File: src/rtl/core/windowed_read_duplicate_detector_defines.svh
// Assertion macros used by the back end of the windowed read duplicate detector.
`ifndef WINDOWED_READ_DUPLICATE_DETECTOR_DEFINES_SVH
`define WINDOWED_READ_DUPLICATE_DETECTOR_DEFINES_SVH

// Checks that the consequent holds in the same cycle as the antecedent.
`define WRDD_ASSERT_IMPLIES(lbl, clk, rst_n, ante, cons) \
    lbl: assert property (@(posedge clk) disable iff (!rst_n) (ante) |-> (cons)) \
        else $error("wrdd assertion failed");

// Checks that the consequent holds in the cycle after the antecedent.
`define WRDD_ASSERT_NEXT(lbl, clk, rst_n, ante, cons) \
    lbl: assert property (@(posedge clk) disable iff (!rst_n) (ante) |=> (cons)) \
        else $error("wrdd assertion failed");

`endif

File: src/rtl/core/wrdd_pkg.sv
// Types, constants and helper functions of the windowed read duplicate detector.
`default_nettype none

package wrdd_pkg;

    localparam int BUCKET_BITS   = 12;
    localparam int WAYS          = 4;
    localparam int MAX_KEY_WORDS = 2;
    localparam int COORD_BITS    = 20;

    localparam int UNK_WORDS   = (MAX_KEY_WORDS + 1) / 2;
    localparam int BUCKETS     = 1 << BUCKET_BITS;
    localparam int BLOCK_LIMIT = 4 * MAX_KEY_WORDS;
    localparam int BC_W        = $clog2(BLOCK_LIMIT + 1) < 3 ? 3 : $clog2(BLOCK_LIMIT + 1);
    localparam int WI_W        = BC_W - 2;
    localparam int KW_W        = 2;
    localparam int AGE_W       = $clog2(WAYS + 1);
    localparam int REGION_W    = 15;
    localparam int COUNT_W     = 40;
    localparam int QDEPTH      = 2;
    localparam int QPTR_W      = $clog2(QDEPTH) < 1 ? 1 : $clog2(QDEPTH);
    localparam int QCNT_W      = $clog2(QDEPTH + 1);
    localparam int CFG_IDX_W   = 2;
    localparam int CFG_DATA_W  = 20;

    localparam logic [63:0] CODE_MASK = 64'h0606060606060606;
    localparam logic [63:0] UNK_MASK  = 64'h0808080808080808;

    localparam logic [CFG_IDX_W-1:0] CFG_WINDOW_X  = 2'd0;
    localparam logic [CFG_IDX_W-1:0] CFG_WINDOW_Y  = 2'd1;
    localparam logic [CFG_IDX_W-1:0] CFG_ORDER     = 2'd2;
    localparam logic [CFG_IDX_W-1:0] CFG_KEY_WORDS = 2'd3;

    localparam logic [1:0] ORDER_SORTED = 2'd0;
    localparam logic [1:0] ORDER_REGION = 2'd1;

    typedef struct packed {
        logic [63:0]           char_block;
        logic                  last_block;
        logic [REGION_W-1:0]   region_id;
        logic [COORD_BITS-1:0] x_coord;
        logic [COORD_BITS-1:0] y_coord;
    } t_in;

    typedef struct packed {
        logic               duplicate_found;
        logic               bucket_overflow;
        logic [COUNT_W-1:0] read_total;
        logic [COUNT_W-1:0] duplicate_total;
    } t_out;

    typedef struct packed {
        logic [COORD_BITS-1:0] window_x;
        logic [COORD_BITS-1:0] window_y;
        logic [1:0]            order_mode;
        logic [KW_W-1:0]       key_words;
    } t_cfg;

    typedef struct packed {
        logic [BUCKET_BITS-1:0]                 bucket;
        logic [REGION_W-1:0]                    region;
        logic [COORD_BITS-1:0]                  x;
        logic [COORD_BITS-1:0]                  y;
        logic [MAX_KEY_WORDS-1:0][63:0]         code;
        logic [UNK_WORDS-1:0][63:0]             flags;
    } t_job;

    typedef struct packed {
        logic                           valid;
        logic [AGE_W-1:0]               age;
        logic [REGION_W-1:0]            region;
        logic [COORD_BITS-1:0]          x;
        logic [COORD_BITS-1:0]          y;
        logic [MAX_KEY_WORDS-1:0][63:0] code;
        logic [UNK_WORDS-1:0][63:0]     flags;
    } t_way;

    typedef t_way [WAYS-1:0] t_row;

    function automatic logic [KW_W-1:0] eff_words(input logic [KW_W-1:0] kw);
        logic [KW_W-1:0] r;
        r = kw;
        if (kw == '0) begin
            r = KW_W'(1);
        end else if (int'(kw) > MAX_KEY_WORDS) begin
            r = KW_W'(MAX_KEY_WORDS);
        end
        return r;
    endfunction

endpackage

`default_nettype wire

File: src/rtl/core/wrdd_queue.sv
// Short job queue between the assembly front and the bucket update back.
`default_nettype none

module wrdd_queue
    import wrdd_pkg::*;
(
    input  wire logic i_clk,
    input  wire logic i_rst_n,
    input  wire logic i_push,
    input  wire t_job i_job,
    output logic      o_ready,
    output logic      o_valid,
    output t_job      o_job,
    input  wire logic i_pop
);

    t_job              r_mem [QDEPTH];
    logic [QPTR_W-1:0] r_wp, r_rp;
    logic [QCNT_W-1:0] r_cnt;
    logic              do_push, do_pop;

    assign o_ready = int'(r_cnt) < QDEPTH;
    assign o_valid = r_cnt != '0;
    assign o_job   = r_mem[r_rp];
    assign do_push = i_push && o_ready;
    assign do_pop  = i_pop && o_valid;

    always_ff @(posedge i_clk) begin
        if (do_push) begin
            r_mem[r_wp] <= i_job;
        end
    end

    always_ff @(posedge i_clk) begin
        if (!i_rst_n) begin
            r_wp  <= '0;
            r_rp  <= '0;
            r_cnt <= '0;
        end else begin
            if (do_push) begin
                r_wp <= (int'(r_wp) == QDEPTH - 1) ? '0 : r_wp + 1'b1;
            end
            if (do_pop) begin
                r_rp <= (int'(r_rp) == QDEPTH - 1) ? '0 : r_rp + 1'b1;
            end
            r_cnt <= r_cnt + QCNT_W'(do_push) - QCNT_W'(do_pop);
        end
    end

endmodule

`default_nettype wire

File: config.mk
export PLATFORM = sky130hd
export DESIGN_NAME = wrdd_queue
export DESIGN_NICKNAME = d
export VERILOG_FILES = /design/src/rtl/core/windowed_read_duplicate_detector_defines.svh /design/src/rtl/core/wrdd_pkg.sv /design/src/rtl/core/wrdd_queue.sv
export SDC_FILE = /design/constraint.sdc
export NUM_CORES = 1
export LEC_CHECK = 0
export BUFFER_PORTS_ARGS = -buffer_cell sky130_fd_sc_hd__buf_2
export CAP_MARGIN = 25
export CORE_AREA = 2 2 213 215
export DETAILED_ROUTE_END_ITERATION = 8
export DIE_AREA = 0 0 215 217
export HOLD_SLACK_MARGIN = 0.15
export PLACE_DENSITY = 0.69
export SYNTH_ARGS = -nofsm -noshare
export SYNTH_HDL_FRONTEND = slang
export SYNTH_SLANG_ARGS = --single-unit
File: constraint.sdc
create_clock -name i_clk -period 31 [get_ports i_clk]
set_input_delay 6.2 -clock i_clk [delete_from_list [all_inputs] [get_ports i_clk]]
set_output_delay 6.2 -clock i_clk [all_outputs]
set_load 0.01 [all_outputs]
==> impl_metrics.tcl <==
set metrics [dict create \
    first_pass_iters 5 \
    drc 0 \
    period_needed_ns 10.08 \
    multi_input_area_um2 3856 \
    skew_ns 0.01632 \
    cts_tree "built" \
    timing.fmax_mhz 99.16 \
    grt_overflow_total 0 \
    ioPinCount 524 \
    yosysUniqueCellTypes 22 \
    grt_use_total_pct 17.15 \
    worstSetupPathType "register to primary output" \
    synth_top_area_share_pct 78.54 \
    setup-tns-final_ns 0 \
    grt_pass1_vias 10140 \
    slew_headroom_pct 30.65 \
    synth_top_area_cell "edfxtp_1" \
    core_area_um2 44700 \
    n_fill_cell 3555 \
    p_per_area_nw_per_um2 74.91 \
    synthCells 833 \
    grt_max_degree 75 \
    start_util_pct 44.31 \
    ys_seq_area_share_pct 79.05 \
    fp.dieArea_um2 46660 \
    dp_hpwl_um 28430 \
    synthFlopType "edfxtp_1" \
    required_ns 24.80 \
    cts_buffer_depth 3 \
    peakVddDrop_mv 0.05347 \
    power_leakage_nw 9.535 \
    clk_pin_slew_ns 0.06 \
    worstHoldStart "r_rp" \
    routed_wl_um 41710 \
    die_h_um 217 \
    drtIter0Drc 525 \
    synth_area_leaders "edfxtp_1 (79%), mux2_4 (16%), mux2_2 (2.8%), buf_6 (1.4%), dfxtp_1 (0.51%)" \
    status "completed" \
    gp_congestion 0.8136 \
    fin_area_um2 24630 \
    final.period_utilization_pct 32.53 \
    path_max_fanout 58 \
    num_vias 9778 \
    r2r_slack_ns 27.68 \
    critPathLaunchType "register" \
    wire_per_inst_um 20.48 \
    synth_edf_count 518 \
    areaGrowthSynthToFinish_pct 24.39 \
    drv_slew 0 \
    ys_seq_elements 523 \
    synth.avg_cell_area_um2 23.77 \
    synth_common_cells "edfxtp_1 (518), mux2_4 (210), mux2_2 (49)" \
    whs_ns 0.5786 \
    maxCapViolations 0 \
    finalCoreUtilization_pct 55.11 \
    hold_buffers 0 \
    nNetsFinal 1658 \
    htree_num_levels 2 \
    synth_nets 1097 \
    detail-route-antenna-nets 0 \
    viasPerCell 4.800 \
    rsz0062_at_grt "false" \
    worstMarginPinSlew_ns 1.040 \
    end_kind "primary output" \
    async_reset_ff_share_pct 0 \
    finalHoldViolations 0 \
    cts-root-buf "clkbuf_16" \
    yosysWarnings 0 \
    clk_latency_ns 0.57 \
    antenna_found_initial 7 \
    reg2regPathDepth 4 \
    die_x_um 215 \
    cts_resized 0 \
    seq_area_um2 15660 \
    placed_cell_area_um2 22970 \
    worstPathArrival_ns 3.88 \
    finalSetupViolations 0 \
    cts_inserted_buffers 53 \
    hold_depth 2 \
    synth_most_common_cell "edfxtp_1" \
    grt_first_pass_wirelength_um 60470 \
    placement_rows 78 \
    hold_class "register to register" \
    post_cts_buffers 0 \
    cts_sinks 523 \
    io_buffers 523 \
    syn_area_um2 19800 \
    reg2reg_from "r_cnt[1]" \
    drive_gt1_share_pct 60.50 \
]
[per-layer routing]
layer	global-route usage, %	vias up	part of all wire (%)	wire (µm)
met5	0	-	0.10	43
met4	6.069	6	2.8	1163
met3	5.786	79	8.6	3607
met2	29.47	400	51	21140
met1	20.17	4840	38	15750
li1	-	4453	-	-
[logic make-up (layout without fill, tap and decap cells)]
kind of cell	after synthesis	in the layout	share of synthesized area [%]
compound gates	6	6	0.1643
simple gates	13	13	0.4296
buf+inv	30	630	1.542
flops	523	523	79.05
xor+xnor	1	1	0.04423
fa+ha+maj	1	1	0.06317
other cells	0	4	0
mux	259	259	18.71
[cell type report]
type / count / area share, %
clock buffers: 68 / 5.613
repair buffers: 535 / 11.07
clock inverters: 26 / 0.9905
inverters: 1 / 0.01524
diodes: 4 / 0.04063
flip-flops and latches: 523 / 63.57
multi-input cells: 280 / 15.65
well taps: 600 / 3.048
[through the flow]
step,std cells,total power [mW],worst slack [ns]
after floorplan,833,1.156,13.03
after global placement,1938,1.254,21.57
after detailed placement,1938,1.261,21.50
after CTS,2032,1.867,20.87
after global routing,2035,1.915,20.73
final,2037,1.845,20.92
[flip-flops by register name, summed over array words and instances (netlist names), named ones only]
signal	count
r_rp	1
r_mem	518
r_wp	1
r_cnt	2
[power breakdown]
group	internal (mW)	leakage, nW	switching (mW)
clock network	0.354	0.794	0.250
registers	0.853	4.88	0.0238
logic	0.186	3.86	0.179
[worst max-delay path, stage by stage (launching register included)]
cell,delay [ns]
dfxtp_4,0.85
buf_4,0.86
buf_4,0.88
mux2_4,0.36
buf_2,0.14
[path summary, 6_finish.rpt]
path,endpoint
worst max register to register,r_mem[1][195]
worst min register to register,register
worst max-delay path,o_job[184]
worst min-delay path,register
[cells in the final DEF, fill, tap and decap left out, types with 2 or more instances in the layout]
master / instances
buf_2: 523
edfxtp_1: 518
mux2_4: 210
clkbuf_16: 53
mux2_2: 49
clkbuf_1: 15
clkinv_1: 11
buf_4: 11
clkinv_2: 9
bufinv_16: 5
diode_2: 4
and2_1: 4
dfxtp_1: 4
o21ai_0: 3
a21oi_1: 2
No activity file was read; power rests on OpenSTA's default activity.
