==> config.mk <==
export PLATFORM = sky130hd
export DESIGN_NAME = wrdd_front
export DESIGN_NICKNAME = d
export VERILOG_FILES = /design/src/rtl/core/windowed_read_duplicate_detector_defines.svh /design/src/rtl/core/wrdd_pkg.sv /design/src/rtl/core/wrdd_front.sv
export SDC_FILE = /design/constraint.sdc
export NUM_CORES = 1
export LEC_CHECK = 0
export ABC_AREA = 1
export BUFFER_PORTS_ARGS = -buffer_cell sky130_fd_sc_hd__buf_4
export CAP_MARGIN = 10
export CORE_AREA = 2 2 169 171
export DETAILED_ROUTE_END_ITERATION = 16
export DIE_AREA = 0 0 171 173
export GPL_ROUTABILITY_DRIVEN = 0
export PLACE_DENSITY = 0.75
export SYNTH_ARGS = -nofsm -noshare
export SYNTH_HDL_FRONTEND = slang
export SYNTH_SLANG_ARGS = --single-unit
==> constraint.sdc <==
create_clock -name i_clk -period 5.25 [get_ports i_clk]
set_input_delay 0 -clock i_clk [delete_from_list [all_inputs] [get_ports i_clk]]
set_output_delay 0 -clock i_clk [all_outputs]
set_load 0.01 [all_outputs]
==> src/rtl/core/windowed_read_duplicate_detector_defines.svh <==
// Assertion macros used by the back end of the windowed read duplicate detector.
`ifndef WINDOWED_READ_DUPLICATE_DETECTOR_DEFINES_SVH
`define WINDOWED_READ_DUPLICATE_DETECTOR_DEFINES_SVH

// Checks that the consequent holds in the same cycle as the antecedent.
`define WRDD_ASSERT_IMPLIES(lbl, clk, rst_n, ante, cons) \
    lbl: assert property (@(posedge clk) disable iff (!rst_n) (ante) |-> (cons)) \
        else $error("wrdd assertion failed");

// Checks that the consequent holds in the cycle after the antecedent.
`define WRDD_ASSERT_NEXT(lbl, clk, rst_n, ante, cons) \
    lbl: assert property (@(posedge clk) disable iff (!rst_n) (ante) |=> (cons)) \
        else $error("wrdd assertion failed");

`endif

==> src/rtl/core/wrdd_pkg.sv <==
// Types, constants and helper functions of the windowed read duplicate detector.
`default_nettype none

package wrdd_pkg;

    localparam int BUCKET_BITS   = 12;
    localparam int WAYS          = 4;
    localparam int MAX_KEY_WORDS = 2;
    localparam int COORD_BITS    = 20;

    localparam int UNK_WORDS   = (MAX_KEY_WORDS + 1) / 2;
    localparam int BUCKETS     = 1 << BUCKET_BITS;
    localparam int BLOCK_LIMIT = 4 * MAX_KEY_WORDS;
    localparam int BC_W        = $clog2(BLOCK_LIMIT + 1) < 3 ? 3 : $clog2(BLOCK_LIMIT + 1);
    localparam int WI_W        = BC_W - 2;
    localparam int KW_W        = 2;
    localparam int AGE_W       = $clog2(WAYS + 1);
    localparam int REGION_W    = 15;
    localparam int COUNT_W     = 40;
    localparam int QDEPTH      = 2;
    localparam int QPTR_W      = $clog2(QDEPTH) < 1 ? 1 : $clog2(QDEPTH);
    localparam int QCNT_W      = $clog2(QDEPTH + 1);
    localparam int CFG_IDX_W   = 2;
    localparam int CFG_DATA_W  = 20;

    localparam logic [63:0] CODE_MASK = 64'h0606060606060606;
    localparam logic [63:0] UNK_MASK  = 64'h0808080808080808;

    localparam logic [CFG_IDX_W-1:0] CFG_WINDOW_X  = 2'd0;
    localparam logic [CFG_IDX_W-1:0] CFG_WINDOW_Y  = 2'd1;
    localparam logic [CFG_IDX_W-1:0] CFG_ORDER     = 2'd2;
    localparam logic [CFG_IDX_W-1:0] CFG_KEY_WORDS = 2'd3;

    localparam logic [1:0] ORDER_SORTED = 2'd0;
    localparam logic [1:0] ORDER_REGION = 2'd1;

    typedef struct packed {
        logic [63:0]           char_block;
        logic                  last_block;
        logic [REGION_W-1:0]   region_id;
        logic [COORD_BITS-1:0] x_coord;
        logic [COORD_BITS-1:0] y_coord;
    } t_in;

    typedef struct packed {
        logic               duplicate_found;
        logic               bucket_overflow;
        logic [COUNT_W-1:0] read_total;
        logic [COUNT_W-1:0] duplicate_total;
    } t_out;

    typedef struct packed {
        logic [COORD_BITS-1:0] window_x;
        logic [COORD_BITS-1:0] window_y;
        logic [1:0]            order_mode;
        logic [KW_W-1:0]       key_words;
    } t_cfg;

    typedef struct packed {
        logic [BUCKET_BITS-1:0]                 bucket;
        logic [REGION_W-1:0]                    region;
        logic [COORD_BITS-1:0]                  x;
        logic [COORD_BITS-1:0]                  y;
        logic [MAX_KEY_WORDS-1:0][63:0]         code;
        logic [UNK_WORDS-1:0][63:0]             flags;
    } t_job;

    typedef struct packed {
        logic                           valid;
        logic [AGE_W-1:0]               age;
        logic [REGION_W-1:0]            region;
        logic [COORD_BITS-1:0]          x;
        logic [COORD_BITS-1:0]          y;
        logic [MAX_KEY_WORDS-1:0][63:0] code;
        logic [UNK_WORDS-1:0][63:0]     flags;
    } t_way;

    typedef t_way [WAYS-1:0] t_row;

    function automatic logic [KW_W-1:0] eff_words(input logic [KW_W-1:0] kw);
        logic [KW_W-1:0] r;
        r = kw;
        if (kw == '0) begin
            r = KW_W'(1);
        end else if (int'(kw) > MAX_KEY_WORDS) begin
            r = KW_W'(MAX_KEY_WORDS);
        end
        return r;
    endfunction

endpackage

`default_nettype wire

==> src/rtl/core/wrdd_front.sv <==
// Block assembly, base packing and bucket hashing of incoming reads.
`default_nettype none

module wrdd_front
    import wrdd_pkg::*;
(
    input  wire logic i_clk,
    input  wire logic i_rst_n,
    input  wire t_cfg i_cfg,
    input  wire logic i_run,
    input  wire logic i_in_valid,
    output logic      o_in_ready,
    input  wire t_in  i_in_data,
    output logic      o_push,
    output t_job      o_job,
    input  wire logic i_q_ready
);

    logic [MAX_KEY_WORDS-1:0][63:0] r_code, n_code;
    logic [UNK_WORDS-1:0][63:0]     r_flag, n_flag;
    logic [BC_W-1:0]                r_bc;
    logic [WI_W-1:0]                w;
    logic [1:0]                     k;
    logic [2:0]                     p;
    logic [3:0]                     shamt;
    logic [KW_W-1:0]                kw;
    logic                           take;
    logic                           accept;
    logic [63:0]                    d, nb, sum;

    assign o_in_ready = i_q_ready && i_run;
    assign accept     = i_in_valid && o_in_ready;
    assign kw         = eff_words(i_cfg.key_words);
    assign w          = r_bc[BC_W-1:2];
    assign k          = r_bc[1:0];
    assign p          = {w[0], k};
    assign shamt      = {1'b0, k, 1'b0} - 4'd1;
    assign take       = (int'(r_bc) < BLOCK_LIMIT) && (int'(w) < int'(kw));
    assign d          = i_in_data.char_block & CODE_MASK;
    assign nb         = i_in_data.char_block & UNK_MASK;

    always_comb begin
        n_code = r_code;
        n_flag = r_flag;
        sum    = '0;
        for (int i = 0; i < MAX_KEY_WORDS; i++) begin
            if (take && int'(w) == i) begin
                n_code[i] = r_code[i] | ((k == 2'd0) ? (d >> 1) : (d << shamt));
            end
        end
        for (int i = 0; i < UNK_WORDS; i++) begin
            if (take && int'(w >> 1) == i) begin
                n_flag[i] = r_flag[i] | ((p < 3'd3) ? (nb >> (3'd3 - p)) : (nb << (p - 3'd3)));
            end
        end
        for (int i = 0; i < MAX_KEY_WORDS; i++) begin
            if (i < int'(kw)) begin
                sum = sum + n_code[i];
            end
        end
    end

    always_comb begin
        o_push       = accept && i_in_data.last_block;
        o_job.bucket = sum[BUCKET_BITS-1:0];
        o_job.region = i_in_data.region_id;
        o_job.x      = i_in_data.x_coord;
        o_job.y      = i_in_data.y_coord;
        o_job.code   = n_code;
        o_job.flags  = n_flag;
    end

    always_ff @(posedge i_clk) begin
        if (!i_rst_n) begin
            r_code <= '0;
            r_flag <= '0;
            r_bc   <= '0;
        end else if (accept) begin
            if (i_in_data.last_block) begin
                r_code <= '0;
                r_flag <= '0;
                r_bc   <= '0;
            end else begin
                r_code <= n_code;
                r_flag <= n_flag;
                r_bc   <= r_bc + BC_W'(take);
            end
        end
    end

endmodule

`default_nettype wire

==> summary.txt, run 1 <==
status -> finished, final reports clean
aggregate global routing overflow -> 0
final setup vio count -> 0
final setup TNS -> 0 ns
Rows -> 61
slew margin rel. -> 0.391
Clock Latency Late Sink -> 0.43 ns
min Tclk post-route -> 4.17 ns
clock root cell -> clkbuf_16
CP Capture Type -> output port
clock skew -> 0.0125 ns
DRT Pass-1 Iters -> 5
vias in the first global route -> 10.1k
Syn Std Cell Area -> 0.0110 sq mm
CTS tree -> yes
DR iter-0 viols -> 822
slowest cell on the critical path -> ha_1
I/O pins -> 430
FF+latch count, synth -> 196
Initial Util -> 0.397
Mapped Cells -> 1,617
max-cap viol count -> 0
Fin Hold WS -> 0.00000389 ns
Lkg Pwr -> 0.00599 uW
Syn Area/Cell -> 6.79 sq um
post-route cell area -> 0.0130 sq mm
WP data arrival -> 4.17 ns
maximum VDD drop -> 0.000244 V
Area contributors post-synth -> dfxtp_1 36%, a21oi_1 8.8%, o21ai_0 8.3%
via count -> 10.9k
post-route setup slack -> 1.08 ns
power density cells -> 252 mW/mm^2
DIE WIDTH -> 171 um
Area after DPL -> 0.0124 sq mm
critical-path cell list -> inv_4, ha_1, nor2_2, inv_2, nor2_1, a21oi_1, o21ai_0, ha_1, inv_1, nor3_1, o21ai_0, nand3_1, nand2_1, nand3_1, o21ai_0, buf_4
TritonCTS Buffers -> 17
die area -> 0.0296 sq mm
Tot GR Track Use -> 0.220
hpwl dp -> 23,000 um
Post-synth EDFFs -> 0
area leader, netlist -> dfxtp_1
largest net degree at the start of global routing -> 189
R2R depth -> 8
Avg WL per Cell -> 15.5 um
Crit Path Class -> reg -> out
Critical Path RT -> 5.25 ns
Hold Path Class -> in -> out
Final nets -> 1,922
drt drc -> 0
Synth Flop Type -> dfxtp_1
final-report hold violation count -> 0
hold path depth -> 0
Worst Tran Pin Value -> 0.913 ns
share of cells above drive strength 1 -> 0.213
ys async rst share -> 0
Routed Antenna Nets -> 0
total core area -> 0.0276 sq mm
yosys warns -> 0
Yosys cell types -> 39
Worst path max stage delay -> 0.72 ns
htree depth -> 4
Slew Limit Fails -> 0
clock slew at reported path FFs -> 0.07 ns
period utilization -> 0.794
count leader, synth -> nand2_1
Routed WL -> 33,000 um
Setup WS pre-CTS -> 1.61 ns
first-pass GRT wire length -> 52,800 um
max frequency -> 240 MHz
Clock Tree Buf Depth -> 2
vias per cell -> 5.14
initial antenna violation count -> 0
list of most frequent post-synthesis cells -> 242 x nand2_1, 240 x inv_1, 196 x dfxtp_1
Seq/Total Area, Yosys -> 0.358
CTS sink cnt -> 196
antenna cells -> 0
Port Buffer Count -> 236
syn_nets -> 1,805
Area Overhead vs Synth -> 18.8%
CP max FO -> 33
cts repair resizes -> 0
crit start category -> register
top cell type's share of synthesized area -> 0.358
most used cell, CP -> o21ai_0
Die Ht -> 173 um
RSZ-0062 raised after global routing -> no
## power breakdown
part	internal (uW)	switching [uW]	leakage [uW]
logic	145	300	0.00411
clock network	695	652	0.000296
registers	1490	3.38	0.00158
total	2330	955	0.00599
## cell usage in the layout (no fill, tap or decap), types with 18 or more instances in the layout
| cell type | instances |
|---|---|
| buf_4 | 245 |
| nand2_1 | 242 |
| inv_1 | 240 |
| dfxtp_1 | 195 |
| a21oi_1 | 192 |
| o21ai_0 | 183 |
| nor2_1 | 144 |
| o21ai_2 | 67 |
| nand3_1 | 57 |
| o21ai_1 | 45 |
| ha_1 | 18 |
## final timing paths
kind	startpoint	endpoint	slack, ns
setup / recovery	r_bc[0]	o_job[257]	1.08
hold / removal	i_in_data[24]	o_job[216]	0.000004
setup reg to reg	r_bc[3]	r_bc[1]	2.13
hold reg to reg	r_code[76]	r_code[76]	0.45
## cells by family after synthesis
kind of cell	after synthesis	synth area share
compound gates	522	0.268
simple gates	470	0.176
buf+inv	403	0.170
flops	196	0.358
fa+ha+maj	19	0.0224
xor+xnor	7	0.00559
## critical path, delay by kind of cell, from the launching register on
kind	cells	cell delay, ns
compound gates	4	0.73
fa+ha+maj	2	1.12
buf+inv	4	0.79
flops	1	0.34
simple gates	6	0.74
## layer usage
layer  routed length, um  GRT usage  share of wire  up-vias
li1                    -          -              -     5412
met1               14400      0.284           0.44     5053
met2               15700      0.365           0.48      407
met3                2340     0.0508          0.071       48
met4                 546     0.0621          0.017        0
met5                   0          0              0        -
## timing repair
item,CTS,global route
hold buffers,3,0
buffers inserted,0,0
endpoints found under the hold margin,3,0
## flip-flops by register name (all words and copies together) (netlist names)
signal	cells
r_code	128
r_bc	4
r_flag	64
## per-stage QoR
step	total power (uW)	instances	utilization
finish	3290	2125	0.472
CTS	3320	2125	0.472
global placement	1970	2090	0.449
floorplan	1850	1617	-
global route	3430	2125	0.472
detailed placement	1970	2090	0.449
## area by class of cell
cell class                 instances  area (sq um)
sequential                       196          3930
timing repair buffer             249          1890
multi-input combinational       1018          5190
fill                            2777         14600
clock buffer                      18           439
clock inverter                    14           160
tap                              378           473
inverter                         252           956
No activity file was read; power rests on OpenSTA's default activity.
==> run 2: changes to the inputs <==
- CORE_AREA: 2 2 169 171 -> not set
- CORE_ASPECT_RATIO: not set -> 0.5
- CORE_MARGIN: not set -> 2
- CORE_UTILIZATION: not set -> 45
- DIE_AREA: 0 0 171 173 -> not set
- PLACE_DENSITY: 0.75 -> 0.86
- clock period: 5.25 -> 3.8 ns (I/O delays scaled with it)
==> run 2 against run 1 <==
Routed wire length is 3.3% lower. Power is 39% higher. Sequential cell count stayed put. Non-clock buffer count is 12 higher. Utilization is 7.3 points higher. Register-to-register slack worse by 0.95 ns. Sequential power is 38% higher. Cell count is 2.4% lower. Sequential share of layout area is 0.084 points lower. Largest cell class unchanged.
==> summary.txt, run 2 (same netlist as run 1, synthesis figures left out) <==
CP max FO -> 19
CTS tree -> yes
final setup TNS -> 0 ns
Lkg Pwr -> 0.00603 uW
Multi-input gate area -> 0.00519 sq mm
antenna cells -> 0
Crit Path Class -> reg -> out
Die Ht -> 114 um
post-route setup slack -> 0.316 ns
Pint -> 3290 uW
commonest non-fill, non-tap cells in the layout -> 249 x buf_4, 242 x nand2_1, 240 x inv_1
commonest non-fill, non-tap cell in the layout -> buf_4
DR iter-0 viols -> 1,106
vias in the first global route -> 10.1k
final-report hold violation count -> 0
Area after DPL -> 0.0123 sq mm
Routed WL -> 31,900 um
net switching power -> 1260 uW
clock slew at reported path FFs -> 0.07 ns
initial antenna violation count -> 0
die area -> 0.0257 sq mm
maximum VDD drop -> 0.000251 V
Storage cell area -> 0.00393 sq mm
Area Overhead vs Synth -> 19.1%
crit start category -> register
max-cap viol count -> 0
via count -> 11.1k
largest net degree at the start of global routing -> 117
Critical Path RT -> 3.80 ns
Clock Tree Buf Depth -> 2
clock share of power -> 0.410
first-pass GRT wire length -> 49,900 um
period utilization -> 0.917
power density cells -> 348 mW/mm^2
vias per cell -> 5.34
fillers -> 2,208
slowest cell on the critical path -> dfxtp_1
Placed Cells -> 2,031
biggest regs -> r_code x128, r_flag x64, r_bc x4
Sw Ratio -> 0.278
RSZ-0062 raised after global routing -> no
Post-CTS Setup Bufs -> 0
WP data arrival -> 3.48 ns
combinational power share -> 0.136
Routed Antenna Nets -> 0
Tot GR Track Use -> 0.243
share of cells above drive strength 1 -> 0.214
Slew Limit Fails -> 0
hpwl dp -> 22,000 um
Clock Latency Late Sink -> 0.46 ns
Worst path max stage delay -> 0.44 ns
I/O pins -> 430
clock skew -> 0.0144 ns
CTS sink cnt -> 196
Initial Util -> 0.458
Final nets -> 1,934
htree depth -> 4
max frequency -> 287 MHz
max reg flops -> 128
Rows -> 40
Setup WS pre-CTS -> 0.618 ns
total core area -> 0.0240 sq mm
post-route cell area -> 0.0131 sq mm
status -> finished, final reports clean
register bank with the most flops -> r_code
final std cells w/o fill -> 2,073
CP Capture Type -> output port
min Tclk post-route -> 3.48 ns
clock root cell -> clkbuf_16
aggregate global routing overflow -> 0
drt drc -> 0
final setup vio count -> 0
Avg WL per Cell -> 15.4 um
slew margin rel. -> 0.278
TritonCTS Buffers -> 17
critical-path cell list -> ha_1, o21ai_2, nand3_2, inv_2, a21oi_1, inv_1, ha_1, inv_1, fa_1, inv_1, nand3_1, nand2_1, nand3_1, nand2_1, nand2_1, nand3_1, o21ai_0, buf_4
Final Total Pwr -> 4550 uW
Port Buffer Count -> 236
DIE WIDTH -> 225 um
Seq pwr share -> 0.454
DRT Pass-1 Iters -> 6
Worst Tran Pin Value -> 1.08 ns
Hold Path Class -> in -> out
run 2: cell count changes in the layout (fill, tap and decap cells not counted), moves of 2 or more:
cell	delta
buf_4	+4
clkinv_8	-2
inv_6	-3
clkinvlp_4	+2
dlygate4sd3_1	+8
ha_1	-2
ha_2	+2
run 2: power by group through the flow:
stage	clock network [uW]	registers [uW]	logic, uW
finish	1860	2070	621
global route	1970	2070	681
CTS	1890	2070	610
detailed placement	0	2110	596
global placement	0	2110	592
floorplan	0	2110	443
run 2: final timing paths:
check	depth (start not counted)	endpoint	slack (ns)	startpoint
max	18	o_job[255]	0.32	r_bc[3]
min	0	o_job[233]	0.000003	i_in_data[41]
max reg2reg	10	r_code[62]	1.18	r_bc[1]
min reg2reg	2	r_code[127]	0.45	r_code[127]
run 2: layout make-up:
cell class	instances	share of cell area
Tap cell	315	0.0302
Sequential cell	196	0.300
Inverter	252	0.0735
Timing Repair Buffer	261	0.153
Clock buffer	20	0.0349
Clock inverter	11	0.0108
Multi-Input combinational cell	1018	0.397
run 2: layer usage:
metal / vias to the layer above / part of all wire / wire length, um / GRT usage
met4: 0 / 0.037 / 1190 / 0.121
met3: 98 / 0.071 / 2250 / 0.0549
met2: 458 / 0.49 / 15500 / 0.411
li1: 5427 / - / - / -
met1: 5087 / 0.41 / 12900 / 0.293
met5: - / 0 / 0 / 0
run 2: per-stage QoR:
stage | hold WS [ns] | utilization
floorplan | 0.0918 | -
global placement | 0.0000686 | 0.515
detailed placement | 0.0000686 | 0.515
CTS | 0.0000686 | 0.545
global route | 0.0000151 | 0.545
finish | 0.00000323 | 0.545
run 2: critical path: cells and delay by family (launching register included):
kind | cells | cell delay [ns]
AOI/OAI and AO/OA | 3 | 0.33
DFF | 1 | 0.44
adders and majority gates | 3 | 0.88
and+or+nand+nor | 7 | 0.60
buffers and inverters | 5 | 0.77
run 2: timing repair:
| item | 4_1_cts | 5_1_grt |
|---|---|---|
| setup endpoints to repair | 0 | 6 |
| hold endpoints to repair | 15 | 0 |
| gates resized for setup | 0 | 7 |
| hold buffers | 11 | 0 |
